`src/rtl/ipv4_route_table_lookup_defines.svh`:
```
// Assertion macros used by the route table top level.
`ifndef IPV4_ROUTE_TABLE_LOOKUP_DEFINES_SVH
`define IPV4_ROUTE_TABLE_LOOKUP_DEFINES_SVH

// Concurrent invariant that must hold at every rising clock edge out of reset.
`define IPRT_ASSERT_ALWAYS(lbl, expr, msg) \
	lbl: assert property (@(posedge clk) disable iff (!arst_n) (expr)) else $error(msg);

// Property that must hold in the cycle after the trigger.
`define IPRT_ASSERT_NEXT(lbl, trig, expr, msg) \
	lbl: assert property (@(posedge clk) disable iff (!arst_n) (trig) |=> (expr)) else $error(msg);

`endif

```
`src/rtl/iprt_pkg.sv`:
```
// Package with the types, codes and helper functions of the route table.
`timescale 1ns / 1ps
package iprt_pkg;

	localparam int HOST_ENTRIES = 64;
	localparam int NET_ENTRIES  = 64;
	localparam logic [15:0] DEFAULT_MTU_RESET = 16'd1500;
	localparam logic [5:0]  PLEN_MAX = 6'd32;

	typedef enum logic [1:0] {
		FN_ADD    = 2'd0,
		FN_DEL    = 2'd1,
		FN_LOOKUP = 2'd2,
		FN_FLUSH  = 2'd3
	} func_t;

	typedef enum logic [1:0] {
		STS_OK     = 2'd0,
		STS_EXISTS = 2'd1,
		STS_MISS   = 2'd2,
		STS_FULL   = 2'd3
	} status_t;

	typedef enum logic [1:0] {
		S_IDLE  = 2'd0,
		S_CMP   = 2'd1,
		S_APPLY = 2'd2
	} state_t;

	typedef enum logic [2:0] {
		OP_HOLD  = 3'd0,
		OP_NEW   = 3'd1,
		OP_PREV  = 3'd2,
		OP_NEXT  = 3'd3,
		OP_CLEAR = 3'd4
	} cell_op_t;

	typedef struct packed {
		logic [31:0] addr;
		logic [5:0]  plen;
		logic [7:0]  port;
		logic [1:0]  kind;
		logic [31:0] gw;
		logic [31:0] src;
		logic [15:0] mtu;
		logic [15:0] metric;
	} entry_t;

	typedef struct packed {
		logic [31:0] addr;
		logic [5:0]  plen;
		logic [7:0]  port;
	} query_t;

	// Compare results of one cell against the current request.
	typedef struct packed {
		logic addr_eq;
		logic host_dup;
		logic net_dup;
		logic keep;
		logic net_del;
		logic cover_hit;
	} cell_flags_t;

	function automatic logic [31:0] plen_mask(input logic [5:0] p);
		logic [31:0] m;
		if (p == 6'd0) begin
			m = 32'd0;
		end else if (p >= PLEN_MAX) begin
			m = 32'hFFFF_FFFF;
		end else begin
			m = ~(32'hFFFF_FFFF >> p);
		end
		return m;
	endfunction

endpackage

```
`src/rtl/iprt_cell.sv`:
```
// One route cell: holds an entry, shifts with its neighbors and compares it with a request.
`timescale 1ns / 1ps
module iprt_cell (
	input  logic                  clk,
	input  logic                  arst_n,
	input  iprt_pkg::cell_op_t    op,
	input  iprt_pkg::entry_t      new_ent,
	input  iprt_pkg::entry_t      prev_ent,
	input  logic                  prev_valid,
	input  iprt_pkg::entry_t      next_ent,
	input  logic                  next_valid,
	input  iprt_pkg::query_t      query,
	input  logic                  cmp_en,
	output iprt_pkg::entry_t      ent,
	output logic                  valid,
	output iprt_pkg::cell_flags_t flags
);
	import iprt_pkg::*;

	entry_t      ent_q;
	logic        valid_q;
	cell_flags_t flags_q;
	cell_flags_t flags_d;
	logic [31:0] qmask;
	logic [31:0] omask;
	logic        port_eq;

	always_comb begin
		qmask   = plen_mask(query.plen);
		omask   = plen_mask(ent_q.plen);
		port_eq = ent_q.port == query.port;
		flags_d.addr_eq  = valid_q && (ent_q.addr == query.addr);
		flags_d.host_dup = valid_q && (ent_q.addr == query.addr) && port_eq;
		flags_d.net_dup  = valid_q && port_eq && (ent_q.plen == query.plen)
			&& ((ent_q.addr & qmask) == (query.addr & qmask));
		flags_d.keep     = valid_q && (ent_q.plen >= query.plen);
		flags_d.net_del  = valid_q && port_eq
			&& ((ent_q.addr & qmask) == (query.addr & qmask));
		flags_d.cover_hit = valid_q && ((ent_q.addr & omask) == (query.addr & omask));
	end

	always_ff @(posedge clk) begin
		case (op)
			OP_NEW:  ent_q <= new_ent;
			OP_PREV: ent_q <= prev_ent;
			OP_NEXT: ent_q <= next_ent;
			default: ent_q <= ent_q;
		endcase
	end

	always_ff @(posedge clk or negedge arst_n) begin
		if (!arst_n) begin
			valid_q <= 1'b0;
			flags_q <= '0;
		end else begin
			case (op)
				OP_NEW:   valid_q <= 1'b1;
				OP_PREV:  valid_q <= prev_valid;
				OP_NEXT:  valid_q <= next_valid;
				OP_CLEAR: valid_q <= 1'b0;
				default:  valid_q <= valid_q;
			endcase
			if (cmp_en) begin
				flags_q <= flags_d;
			end
		end
	end

	assign ent   = ent_q;
	assign valid = valid_q;
	assign flags = flags_q;

endmodule

```
`config.mk`:
```
export PLATFORM = sky130hd
export DESIGN_NAME = iprt_cell
export DESIGN_NICKNAME = d
export VERILOG_FILES = /design/src/rtl/ipv4_route_table_lookup_defines.svh /design/src/rtl/iprt_pkg.sv /design/src/rtl/iprt_cell.sv
export SDC_FILE = /design/constraint.sdc
export NUM_CORES = 1
export LEC_CHECK = 0
export ABC_AREA = 1
export BUFFER_PORTS_ARGS = -buffer_cell sky130_fd_sc_hd__buf_2
export CAP_MARGIN = 40
export CELL_PAD_IN_SITES_DETAIL_PLACEMENT = 0
export CELL_PAD_IN_SITES_GLOBAL_PLACEMENT = 1
export CORE_AREA = 2 2 249 251
export CTS_BUF_LIST = sky130_fd_sc_hd__clkbuf_2 sky130_fd_sc_hd__clkbuf_4 sky130_fd_sc_hd__clkbuf_8
export CTS_CLUSTER_DIAMETER = 150
export DETAILED_ROUTE_END_ITERATION = 7
export DIE_AREA = 0 0 251 253
export PLACE_DENSITY = 0.49
export SYNTH_ARGS = -nofsm -noshare
export SYNTH_HDL_FRONTEND = slang
export SYNTH_SLANG_ARGS = --single-unit
```
`constraint.sdc`:
```
create_clock -name clk -period 1.7 [get_ports clk]
set_input_delay 0.085 -clock clk [delete_from_list [all_inputs] [get_ports clk]]
set_output_delay 0.085 -clock clk [all_outputs]
set_load 0.005 [all_outputs]
```
==> results of run 1 <==
==> kinds of logic (layout without fill, tap and decap cells) <==
group | after synthesis | count (layout) | share of synthesized area, %
simple gates | 859 | 859 | 40.5
flops | 151 | 151 | 49.2
buf+inv | 128 | 1093 | 5.56
compound gates | 30 | 30 | 1.75
xor+xnor | 23 | 23 | 2.20
fa+ha+maj | 6 | 6 | 0.820
other cells | 0 | 12 | 0
==> metrics by stage <==
step	hold slack, ns	instance area, sq um
after detailed placement	-0.0316	13600
after global placement	-0.0268	13600
after CTS	0.0457	17000
after global routing	0.0746	17200
final	0.130	17200
after floorplan	-0.211	9170
==> layer usage <==
layer | share of wire (%) | wire, microns | GRT usage [%]
met1 | 38 | 21200 | 18.6
met2 | 52 | 28500 | 30.0
met3 | 6.6 | 3610 | 5.23
met4 | 3.0 | 1680 | 7.89
met5 | 0.22 | 120 | 0
==> layout make-up <==
cell class,count,area share [%]
diodes,12,0.174
multi-input cells,918,24.7
inverters,64,1.44
repair buffers,997,39.6
clock inverters,15,0.900
clock buffers,17,1.36
flip-flops and latches,151,26.1
well taps,790,5.73
==> worst min path at each step <==
stage,from,end,slack [ns],cells past startpoint
detailed placement,arst_n,flags[1],-0.03,1
global placement,arst_n,flags[1],-0.03,1
floorplan,arst_n,flags[0],-0.21,0
global route,next_ent[131],ent[131],0.07,3
finish,next_ent[131],ent[131],0.13,3
CTS,next_ent[131],ent[131],0.05,3
==> what timing repair did <==
item                                   CTS  global route
gates resized for setup                  1            18
setup endpoints to repair                3             6
endpoints found under the hold margin  156             0
setup buffers                            0            13
pin swaps                                0             5
hold buffers                           300             0
==> cells in the mapped netlist (2+ instances only) <==
| master | instances | area [sq um] |
|---|---|---|
| buf_1 | 6 | 22.5 |
| o21a_1 | 2 | 15.0 |
| dfrtp_1 | 7 | 175 |
| xor2_1 | 14 | 123 |
| nor2_2 | 7 | 43.8 |
| xnor2_1 | 9 | 78.8 |
| buf_2 | 15 | 75.1 |
| o21ai_0 | 14 | 70.1 |
| ha_1 | 6 | 75.1 |
| nand2_2 | 2 | 12.5 |
| inv_1 | 59 | 221 |
| a21oi_1 | 8 | 40.0 |
| nand2_1 | 465 | 1750 |
| nand3_1 | 320 | 1600 |
| nor3_1 | 2 | 10.0 |
| nand4_1 | 6 | 37.5 |
| edfxtp_1 | 144 | 4320 |
| nor2_1 | 49 | 184 |
| o21ai_1 | 4 | 20.0 |
| clkbuf_1 | 42 | 158 |
| inv_2 | 4 | 15.0 |
| nor2_4 | 4 | 45.0 |
==> report_power, final <==
| group | total (uW) | switching (uW) | internal, uW |
|---|---|---|---|
| clock network | 3000 | 1900 | 1100 |
| logic | 3780 | 1870 | 1900 |
| registers | 4800 | 209 | 4590 |
| total | 11600 | 3980 | 7590 |
==> tightest hold or removal path, delay by kind of cell <==
kind / cells / cell delay, ns
simple gates: 2 / 0.31
buf+inv: 1 / 0.08
==> flip-flops by register name, summed over array words and instances (netlist names) <==
signal,flops
ent,144
flags,6
valid,1
==> impl_results.md, run 1 <==
- Status: finished, final reports clean
- Syn avg cell area: about 7.6 sq um
- CP endpoint: flags[0]
- FF-to-FF path depth: 9
- Max Cap Viol: 0
- Most frequent cells in the layout: buf_2, nand2_1, nand3_1
- Initial Util: between 10% and 20%
- TNS Setup: 0 ns
- FF-to-FF Start: ent[109]
- Initial antenna violation count: 27
- FILL cells: around 6800
- Crit Path Class: flop to flop
- Mapped Cells: 1197
- HP Class: primary input to flop
- Synth Register Bits: about 150
- Clock Pin Slew Worst Setup and Hold Paths: around 0.11 ns
- Synth unique cells: 30
- Cell Area, Synth: slightly above 0.009 sq mm
- # IOs: about 640
- Element type at the critical path start: flop
- Layout Nets: 2641
- Worst-skew pair later-pin latency: between 0.5 and 0.6 ns
- Post-synth net total: ~1700
- CTS HTree Levels: 4
- CTS tree: built
- Final setup fails: 0
- Final min period: 1.60 ns
- Highest clock rate: between 0.6 and 0.7 GHz
- Initial DRC Count: around 620
- WL final: 55.1 mm
- Critical path's slowest cell: edfxtp_1
- Hpwl dp: between 40 and 50 mm
- Final Hold Violating Endpoints: 0
- R2r setup slk: between 0.1 and 0.15 ns
- Pins Over Slew Limit: 0
- EDFF count, synth: 144
- CP arrival: between 2 and 2.5 ns
- Largest net degree at the start of global routing: 60
- Power density of the placed cells: roughly 670 mW/mm^2
- # DRC: 0
- Kind of end point of the critical path: flop
- RSZ-0062 raised after global routing: yes
- Non-Filler Instances: between 2000 and 3000
- Maximum vdd drop: between 0.5 and 0.6 mV
- CP Launch Point: ent[109]
- Die W: 251 microns
- Post-synthesis sequential area ratio: roughly half
- Max transition margin: 63.1%
- Register cell area after layout: approximately 0.0045 sq mm
- Vias in the first global route: 12600
- Cell chain of the critical path: buf_4 -> nor3_2 -> buf_4 -> nor2_1 -> nor2_1 -> nand2_1 -> nand2_1 -> nand4_1 -> nand2_1
- Period Utilization, post-route: around 94%
- Worst path most repeated cell: nand2_1
- Row count: 91
- CP Depth: 9
- Die height: approximately 250 microns
- Placed insts: ~2600
- Global-route wire length before repair: 78.7 mm
- WP data required: between 2 and 2.5 ns
- Router iterations before antenna repair: 5
- Root Buffer: clkbuf_8
- Clock Skews: ~0.016 ns
- Number of vias per cell: approximately 4
- PnR worst setup slack: roughly 0.10 ns
- RePlAce Congestion: between 0.8 and 0.9
- Worst Path Buf+Inv: 2
- Most common cell after layout, fill and taps aside: buf_2
- Clock tree buffer depth: 2
- Tightest Pin Transition: around 0.55 ns
- Synth warnings: 0
- CTS Buf Count: 17
- Most used DFF post-synth: edfxtp_1
- Area growth, synth to finish: 88.3%
- I/O Buffers: approximately 640
- Fin util: ~28%
- Antenna violation net count after detailed routing: 0
- Wire length per cell: 18.6 microns
- Global route total overflow: 0
- # clock sinks: 151
- Layout cell share with drive strength beyond 1: a little over a third
- Vias: between 10000 and 15000
- Global-route usage over all layers: 17.0%
- CP top delay family: simple AND/OR/NAND/NOR gates
- Post-synth ARST share: under 10%
- Reg2reg end: flags[0]
- DP Worst Slack: -0.00482 ns
- Critical path peak fanout: 7
- Final Power: between 10000 and 15000 uW
- Largest stage delay on the critical path: between 0.5 and 0.6 ns
- Die Area: 0.0635 sq mm
- Core ar.: 0.0610 sq mm
- Leakage: 0.00822 uW
- Area of the multi-input gates: between 0.004 and 0.005 sq mm
No activity file was read; power rests on OpenSTA's default activity.
==> run 2, diff against run 1 <==
--- a/config.mk
+++ b/config.mk
@@ -10,12 +10,12 @@
 export CAP_MARGIN = 40
 export CELL_PAD_IN_SITES_DETAIL_PLACEMENT = 0
 export CELL_PAD_IN_SITES_GLOBAL_PLACEMENT = 1
-export CORE_AREA = 2 2 249 251
+export CORE_AREA = 4 4 244 246
 export CTS_BUF_LIST = sky130_fd_sc_hd__clkbuf_2 sky130_fd_sc_hd__clkbuf_4 sky130_fd_sc_hd__clkbuf_8
 export CTS_CLUSTER_DIAMETER = 150
 export DETAILED_ROUTE_END_ITERATION = 7
-export DIE_AREA = 0 0 251 253
-export PLACE_DENSITY = 0.49
+export DIE_AREA = 0 0 248 250
+export PLACE_DENSITY = 0.51
 export SYNTH_ARGS = -nofsm -noshare
 export SYNTH_HDL_FRONTEND = slang
 export SYNTH_SLANG_ARGS = --single-unit
==> impl_results.md, run 2 (synthesis results as in run 1) <==
- Status: finished, final reports clean
- Row count: 88
- Critical path's slowest cell: edfxtp_1
- Int Pwr: around 8000 uW
- Element type at the critical path start: flop
- Clock Skews: approximately 0.024 ns
- Initial DRC Count: 728
- Register cell area after layout: ~0.0045 sq mm
- Max Cap Viol: 0
- Worst Path Buf+Inv: 1
- Placed cell area: 0.0137 sq mm
- Tightest Pin Transition: roughly 0.55 ns
- Worst-skew pair later-pin latency: 0.55 ns
- RePlAce Congestion: 0.899
- Placed insts: about 2600
- CTS HTree Levels: 4
- Non-Filler Instances: about 3000
- Switching share of power: between 30% and 40%
- Vias: between 10000 and 15000
- Cell chain of the critical path: buf_4 -> nor2_2 -> nor2_1 -> nand2_1 -> nand2_1 -> o21ai_1 -> nand2_1 -> nand2_1 -> nand4_1 -> nand2_1
- Final setup fails: 0
- Finished Cell Area: about 0.017 sq mm
- Layout Nets: approximately 2600
- Number of vias per cell: 4.19
- HP Class: primary input to flop
- CP arrival: around 2.1 ns
- FILL cells: between 6000 and 7000
- Largest stage delay on the critical path: just over 0.5 ns
- Clock tree buffer depth: 2
- Maximum vdd drop: 0.535 mV
- Power density of the placed cells: roughly 700 mW/mm^2
- Switch Pwr: about 3900 uW
- Antenna violation net count after detailed routing: 0
- Final min period: ~1.6 ns
- Final Hold Violating Endpoints: 0
- WL final: 55.7 mm
- Vias in the first global route: roughly 13000
- Router iterations before antenna repair: 5
- Root Buffer: clkbuf_8
- Final Power: 11700 uW
- Clock power share: a little over a quarter
- I/O Buffers: roughly 640
- Max reg flops: ~140
- CP top delay family: simple AND/OR/NAND/NOR gates
- WP data required: 2.18 ns
- Initial antenna violation count: 24
- Global-route wire length before repair: between 80 and 90 mm
- Most frequent cells in the layout: buf_2, nand2_1, nand3_1
- Die Area: a little over 0.06 sq mm
- Most common cell after layout, fill and taps aside: buf_2
- # IOs: between 600 and 700
- Layout cell share with drive strength beyond 1: 35.5%
- Worst path most repeated cell: nand2_1
- Reg power frac: between 40% and 50%
- Die height: 250 microns
- CTS Buf Count: 17
- Max transition margin: between 60% and 70%
- Critical path peak fanout: 4
- Area growth, synth to finish: 88.4%
- Highest clock rate: 0.615 GHz
- Period Utilization, post-route: between 90% and 100%
- Die W: approximately 250 microns
- Global route total overflow: 0
- Crit Path Class: flop to flop
- Wire length per cell: 19.0 microns
- Initial Util: between 15 and 20%
- Global-route usage over all layers: 17.6%
- Clock Pin Slew Worst Setup and Hold Paths: ~0.090 ns
- # DRC: 0
- Leakage: approximately 0.008 uW
- Logic gate share of total power: around a third
- TNS Setup: 0 ns
- CTS tree: built
- Kind of end point of the critical path: flop
- Hpwl dp: 44.4 mm
- Area of the multi-input gates: 0.00424 sq mm
- Largest net degree at the start of global routing: 89
- # clock sinks: between 150 and 200
- Pins Over Slew Limit: 0
- Core ar.: between 0.05 and 0.06 sq mm
## run 2: cell types whose count changed in the layout (fill, tap and decap cells not counted), sizes merged
cell,before,now
buf,697,698
bufinv,0,2
inv,74,72
dlygate4sd3,300,299
## run 2: layer usage
layer	vias to the layer above	track usage, %	routed length (microns)
li1	5933	-	-
met1	5786	19.5	21500
met5	-	0	17
met3	93	5.30	3970
met4	4	5.45	1440
met2	495	31.8	28900
## run 2: layout make-up
cell class                 count  share of cell area (%)
clock buffer                  17                    1.36
sequential                   151                    26.1
clock inverter                15                    1.07
tap                          765                    5.55
antenna                       12                   0.174
inverter                      64                    1.47
multi-input combinational    918                    24.6
timing repair buffer         997                    39.7
## run 2: worst reg2reg max path, delay by kind of cell, from the launching register on
kind | cells | cell delay, ns
AO/OA/AOI/OAI | 1 | 0.17
flip-flops | 1 | 0.51
AND/OR/NAND/NOR | 8 | 0.69
buffers and inverters | 1 | 0.20
## run 2: path summary, 6_finish.rpt
path,start,to,slack (ns),cells past startpoint
setup reg to reg,ent[107],flags[0],0.07,10
max in group asynchronous,arst_n,flags[5],0.87,3
hold reg to reg,flags[1],flags[1],0.49,2
setup / recovery,ent[107],flags[0],0.07,10
hold / removal,query[1],flags[4],0.03,7
min in group asynchronous,arst_n,flags[2],0.54,3
## run 2: through the flow
| stage | worst slack [ns] | hold WS, ns | utilization [%] |
|---|---|---|---|
| after floorplan | 0.0335 | -0.211 | - |
| after global placement | -0.108 | -0.0482 | 23.8 |
| after detailed placement | -0.0757 | -0.0500 | 23.8 |
| after CTS | 0.0194 | 0.00459 | 29.8 |
| after global routing | -0.00334 | 0.0314 | 30.1 |
| final | 0.0728 | 0.0257 | 30.1 |
## run 2: what timing repair did
action	in CTS	in global routing
pin swaps	1	2
gates resized for setup	3	21
setup buffers	1	9
hold buffers	300	0
hold endpoints to repair	158	0
endpoints found under the setup margin	3	6
## run 2: power groups by stage
stage / sequential, uW / combinational, uW / clock (uW)
finish: 4780 / 3780 / 3160
CTS: 4810 / 3740 / 3380
global placement: 4880 / 3050 / 0
floorplan: 4920 / 1080 / 0
detailed placement: 4890 / 3020 / 0
global route: 4830 / 4160 / 3490
